`src/rtl/odo_pkg.sv`:
```
// Shared constants and helper functions for the wheel odometry block.
// No dependencies; used by odo_cordic, odo_div and diff_drive_odometry.
package odo_pkg;

  localparam int unsigned CORDIC_STEPS_DEF = 24;

  localparam logic [31:0] DIST_RST  = 32'd263867;
  localparam logic [23:0] TRACK_RST = 24'd1048576;
  localparam logic [19:0] MAXD_RST  = 20'd20000;

  localparam logic [1:0] REG_DIST  = 2'd0;
  localparam logic [1:0] REG_TRACK = 2'd1;
  localparam logic [1:0] REG_MAXD  = 2'd2;

  localparam logic signed [33:0] GAIN_Q30   = 34'sd652032874;
  localparam logic signed [33:0] ONE_Q30    = 34'sd1073741824;
  localparam logic signed [32:0] HEAD_SCALE = 33'sd341782638;
  localparam logic signed [32:0] NS_PER_S   = 33'sd1000000000;

  function automatic logic [29:0] atan_lut(input logic [4:0] idx);
    logic [29:0] v;
    case (idx)
      5'd0:  v = 30'd536870912;
      5'd1:  v = 30'd316933406;
      5'd2:  v = 30'd167458907;
      5'd3:  v = 30'd85004756;
      5'd4:  v = 30'd42667331;
      5'd5:  v = 30'd21354465;
      5'd6:  v = 30'd10679838;
      5'd7:  v = 30'd5340245;
      5'd8:  v = 30'd2670163;
      5'd9:  v = 30'd1335087;
      5'd10: v = 30'd667544;
      5'd11: v = 30'd333772;
      5'd12: v = 30'd166886;
      5'd13: v = 30'd83443;
      5'd14: v = 30'd41722;
      5'd15: v = 30'd20861;
      5'd16: v = 30'd10430;
      5'd17: v = 30'd5215;
      5'd18: v = 30'd2608;
      5'd19: v = 30'd1304;
      5'd20: v = 30'd652;
      5'd21: v = 30'd326;
      5'd22: v = 30'd163;
      5'd23: v = 30'd81;
      5'd24: v = 30'd41;
      5'd25: v = 30'd20;
      5'd26: v = 30'd10;
      5'd27: v = 30'd5;
      5'd28: v = 30'd3;
      5'd29: v = 30'd1;
      5'd30: v = 30'd1;
      default: v = 30'd0;
    endcase
    return v;
  endfunction

  function automatic logic signed [31:0] sat32(input logic signed [65:0] v);
    logic signed [31:0] r;
    if (v > 66'sd2147483647) r = 32'sh7FFFFFFF;
    else if (v < -66'sd2147483648) r = 32'sh80000000;
    else r = v[31:0];
    return r;
  endfunction

endpackage

```
`src/rtl/odo_div.sv`:
```
// Restoring signed divider, one quotient bit per cycle, saturating 32-bit result.
// Depends on odo_pkg; a zero divisor yields zero.
module odo_div import odo_pkg::*; (
  input  logic               clk,
  input  logic               rst_n,
  input  logic               start,
  input  logic signed [63:0] num,
  input  logic signed [63:0] den,
  output logic               busy,
  output logic signed [31:0] quo
);
  logic        busy_r, neg_r, zero_r;
  logic [5:0]  cnt_r;
  logic [63:0] n_r, d_r, rem_r, q_r, rem_sh, rem_nxt, q_nxt;
  logic        ge;
  logic signed [31:0] quo_r, fin;

  always_comb begin
    rem_sh  = {rem_r[62:0], n_r[63]};
    ge      = rem_sh >= d_r;
    rem_nxt = ge ? rem_sh - d_r : rem_sh;
    q_nxt   = {q_r[62:0], ge};
    if (zero_r) fin = '0;
    else if (neg_r) fin = (q_nxt > 64'd2147483648) ? 32'sh80000000 : -q_nxt[31:0];
    else fin = (q_nxt > 64'd2147483647) ? 32'sh7FFFFFFF : q_nxt[31:0];
  end

  always_ff @(posedge clk) begin
    if (!rst_n) begin
      busy_r <= 1'b0;
      cnt_r  <= '0;
    end else if (start) begin
      busy_r <= 1'b1;
      cnt_r  <= '0;
      n_r    <= num[63] ? -num : num;
      d_r    <= den[63] ? -den : den;
      neg_r  <= num[63] ^ den[63];
      zero_r <= den == 64'sd0;
      rem_r  <= '0;
      q_r    <= '0;
    end else if (busy_r) begin
      n_r   <= {n_r[62:0], 1'b0};
      rem_r <= rem_nxt;
      q_r   <= q_nxt;
      cnt_r <= cnt_r + 1'b1;
      if (cnt_r == 6'd63) begin
        busy_r <= 1'b0;
        quo_r  <= fin;
      end
    end
  end

  assign busy = busy_r;
  assign quo  = quo_r;
endmodule

```
`config.mk`:
```
export PLATFORM = sky130hd
export DESIGN_NAME = odo_div
export DESIGN_NICKNAME = d
export VERILOG_FILES = /design/src/rtl/odo_pkg.sv /design/src/rtl/odo_div.sv
export SDC_FILE = /design/constraint.sdc
export NUM_CORES = 1
export LEC_CHECK = 0
export BUFFER_PORTS_ARGS = -buffer_cell sky130_fd_sc_hd__buf_4
export CORE_ASPECT_RATIO = 0.8
export CORE_MARGIN = 5
export CORE_UTILIZATION = 58
export CTS_BUF_LIST = sky130_fd_sc_hd__clkbuf_16
export DETAILED_ROUTE_END_ITERATION = 16
export PLACE_DENSITY_LB_ADDON = 0.05
export SLEW_MARGIN = 40
export SYNTH_ARGS = -nofsm -noshare
export SYNTH_HDL_FRONTEND = slang
export SYNTH_SLANG_ARGS = --single-unit
export TNS_END_PERCENT = 10
```
`constraint.sdc`:
```
create_clock -name clk -period 7.5 [get_ports clk]
set_input_delay 0.375 -clock clk [delete_from_list [all_inputs] [get_ports clk]]
set_output_delay 0.375 -clock clk [all_outputs]
set_load 0.1 [all_outputs]
```
==> summary.md <==
| Metric | Value |
|---|---|
| Status | `finished clean` |
| Worst slack at placement | `1.85 ns` |
| Final worst-path cycle share | `0.708` |
| Clk Tree Root Cell | `clkbuf_16` |
| CP Max Fanout | `25` |
| Number of H-tree levels | `1` |
| Placeable core area | `32400 um^2` |
| Transition at the pin with the smallest max-transition slack | `0.868 ns` |
| Area growth from synthesis to final layout | `13.0%` |
| Ys flop type | `edfxtp_1` |
| Setup skew after layout | `0.0158 ns` |
| Power density cells | `208 nW/um^2` |
| Avg Inst Size Synth | `9.62 um^2` |
| Vias | `15542` |
| Ys async rst share | `0` |
| Post-Synthesis Cells | `1971` |
| Grt met2 use | `0.378` |
| Number of post-CTS setup repair buffers | `0` |
| Achievable frequency | `188 MHz` |
| Routability Congestion | `0.918` |
| CTS Buf Count | `31` |
| Standby leakage power | `8.06 nW` |
| Number of antenna cells inserted | `0` |
| Total negative slack | `0 ns` |
| Global-route wire length before repair | `77.4 mm` |
| Arrival time of the worst setup path | `5.72 ns` |
| Hold Crit Class | `in -> reg` |
| Count of clock tree sinks | `295` |
| Bufs and invs on worst path | `1` |
| Met3 Track Usage GR | `0.0469` |
| Layout cells sized above 1 | `0.134` |
| Chip Width | `212 um` |
| Total setup violations reported at the end of the flow | `0` |
| Net count of the finished layout | `2275` |
| Final Slew Violations | `0` |
| Clock Path Buffers | `3` |
| Library cell with the largest summed area after synthesis | `edfxtp_1` |
| Highest cell delay on the worst timing path | `0.52 ns` |
| Starting Density | `0.585` |
| Final hold violation count | `0` |
| Chain of cells forming the critical path | `ha_1 -> a21oi_1 -> o21ai_0 -> a221oi_1 -> nor2_1 -> o32ai_2 -> o221a_2 -> o21ai_4 -> inv_2 -> ha_1 -> nand2_1 -> or2_2 -> nor2_4 -> nand2_1 -> a21boi_2 -> nand2_2 -> or3_1 -> a31oi_1` |
| Placement Rows | `59` |
| Die span in y | `172 um` |
| Busiest layer in global routing | `met1` |
| Detail-routed via count per cell | `6.16` |
| Final worst setup slack | `2.19 ns` |
| Top post-synthesis cells by area | `edfxtp_1 (46%), a21oi_1 (4.8%), ha_1 (4.5%)` |
| Number of global-route vias before repair | `14395` |
| Remaining DRCs | `0` |
| Clock tree from TritonCTS | `built` |
| Capturing element type of the critical path | `register` |
| Cell with the most instances after synthesis | `edfxtp_1` |
| Worst path required time | `7.91 ns` |
| Clock transition at the register clock pins on the worst setup and hold paths after CTS | `0.06 ns` |
| Maximum number of pins on one net before global-route repair | `105` |
| Maximum Capacitance Violations | `0` |
| Tot GR Track Use | `0.262` |
| Global-route track usage on met1 | `0.412` |
| Startpoint Class | `register` |
| Kind of cell with the highest combined delay on the critical path | `compound AO/OA/AOI/OAI gates` |
| Residual antenna-violating net count after detailed routing | `0` |
| Total of buffers placed on input and output ports | `163` |
| Detailed placer's ending HPWL | `35.0 mm` |
| Distinct cell type count of the synthesized netlist | `79` |
| Unrepaired setup endpoints after global routing | `false` |
| Share of synthesized area occupied by flip-flops and latches | `0.464` |
| Hold bufs inserted after CTS | `1` |
| Slowest stage cell, crit path | `o32ai_2` |
| Number of cells upsized or downsized after cts | `0` |
| Clock latency of the later-clocked register in the worst-skew pair | `0.58 ns` |
| Nets in the synthesized netlist | `2171` |
| WS Path Type | `reg -> reg` |
| Register bit total from synthesis | `295` |
| I/O pin count | `164` |
| Min Clock Period, post-route | `5.31 ns` |
| First-pass iteration count of the detailed router | `6` |
| Most frequent cells after synthesis | `edfxtp_1 (288), a21oi_1 (183), nand2_1 (182), nor2_1 (168), o21ai_0 (111)` |
| GRT overflow | `0` |
| Total wire length after detailed routing | `48.8 mm` |
| Post-synth top area share | `0.456` |
| Initial antenna violation count | `1` |
| Worst slew margin relative to its limit | `0.421` |
| DRT iter0 DRCs | `1631` |
| Average detailed-routed wire length per instance | `19.3 um` |
| Die Outline Area | `36400 um^2` |
| Post-synthesis instance area | `19000 um^2` |
| Peak supply drop | `0.000175 V` |
| Warnings, synthesis | `0` |
| Count of flip-flops with a built-in enable after synthesis | `288` |
==> logic make-up (layout without fill, tap and decap cells) <==
group | count (synthesis) | after routing | share of synthesized area
muxes | 13 | 13 | 0.00739
AOI/OAI and AO/OA | 527 | 527 | 0.176
xor gates and xnor gates | 174 | 174 | 0.0804
DFF | 295 | 295 | 0.464
and+or+nand+nor | 701 | 701 | 0.188
buffers and inverters | 192 | 318 | 0.0385
adders and majority gates | 69 | 69 | 0.0459
==> worst reg2reg max path: stages, from the launching register on <==
cell and delay [ns]:
edfxtp_1 0.39, ha_1 0.40, a21oi_1 0.23, o21ai_0 0.14, a221oi_1 0.36, nor2_1 0.09, o32ai_2 0.52, o221a_2 0.32
o21ai_4 0.07, inv_2 0.07, ha_1 0.19, nand2_1 0.08, or2_2 0.37, nor2_4 0.21, nand2_1 0.11, a21boi_2 0.47
nand2_2 0.47, or3_1 0.46, a31oi_1 0.19
==> power by group <==
part           leakage, nW  switching, mW  internal (mW)  total [mW]
sequential            2.81         0.0547           1.96        2.01
clock                0.487          0.642          0.779        1.42
combinational         4.76          0.636          0.396        1.03
==> cell type report <==
| class | count | area (um^2) |
|---|---|---|
| Clock buffer | 31 | 776 |
| Tap cell | 427 | 534 |
| Fill cell | 2606 | 11000 |
| Sequential cell | 295 | 8790 |
| Multi-Input combinational cell | 1484 | 9490 |
| Clock inverter | 24 | 141 |
| Inverter | 86 | 323 |
| Timing Repair Buffer | 177 | 1370 |
==> flip-flops by register name (all words and copies together), names as in the netlist <==
| register | cells |
|---|---|
| quo | 32 |
| rem_r | 63 |
| zero_r | 1 |
| busy | 1 |
| cnt_r | 6 |
| q_r | 63 |
| d_r | 64 |
| n_r | 64 |
| neg_r | 1 |
==> layout by cell type (no fill, tap or decap), drive strengths merged, types with 8 or more instances in the layout <==
master and count:
a211oi 22, a21o 37, a21oi 183, a31oi 23, and2 8, and3 8, buf 176, clkbuf 31
clkinv 13, edfxtp 288, ha 68, inv 95, mux2 8, nand2 182, nand2b 17, nand3 46
nand3b 8, nand4 32, nor2 169, nor2b 70, nor3 50, nor4 33, o211ai 8, o21a 12
o21ai 112, o21bai 17, o31ai 36, o41ai 19, or2 10, or3 30, or4 20, xnor2 80
xor2 94
==> through the flow <==
| step | total power, mW | hold slack, ns | std cells | util | cell area, um^2 |
|---|---|---|---|---|---|
| global route | 4.68 | 0.0820 | 2524 | 0.661 | 21400 |
| CTS | 4.47 | 0.0723 | 2522 | 0.659 | 21400 |
| floorplan | 2.76 | 0.458 | 1971 | - | 19000 |
| detailed placement | 3.05 | 0.495 | 2466 | 0.630 | 20400 |
| global placement | 3.03 | 0.472 | 2466 | 0.630 | 20400 |
| finish | 4.46 | 0.0929 | 2524 | 0.661 | 21400 |
==> routing by layer <==
metal	vias up	wire [um]
met1	7361	23300
met5	-	0
met2	606	20300
li1	7502	-
met4	0	1040
met3	73	4130
==> path summary, 6_finish.rpt <==
| check | startpoint | to | slack [ns] | depth (start not counted) |
|---|---|---|---|---|
| setup / recovery | rem_r[34] | quo[5] | 2.19 | 18 |
| hold / removal | den[25] | d_r[25] | 0.09 | 2 |
| setup reg to reg | rem_r[34] | quo[5] | 2.19 | 18 |
| hold reg to reg | cnt_r[5] | cnt_r[5] | 0.50 | 2 |
(Power assumes the default switching activity.)
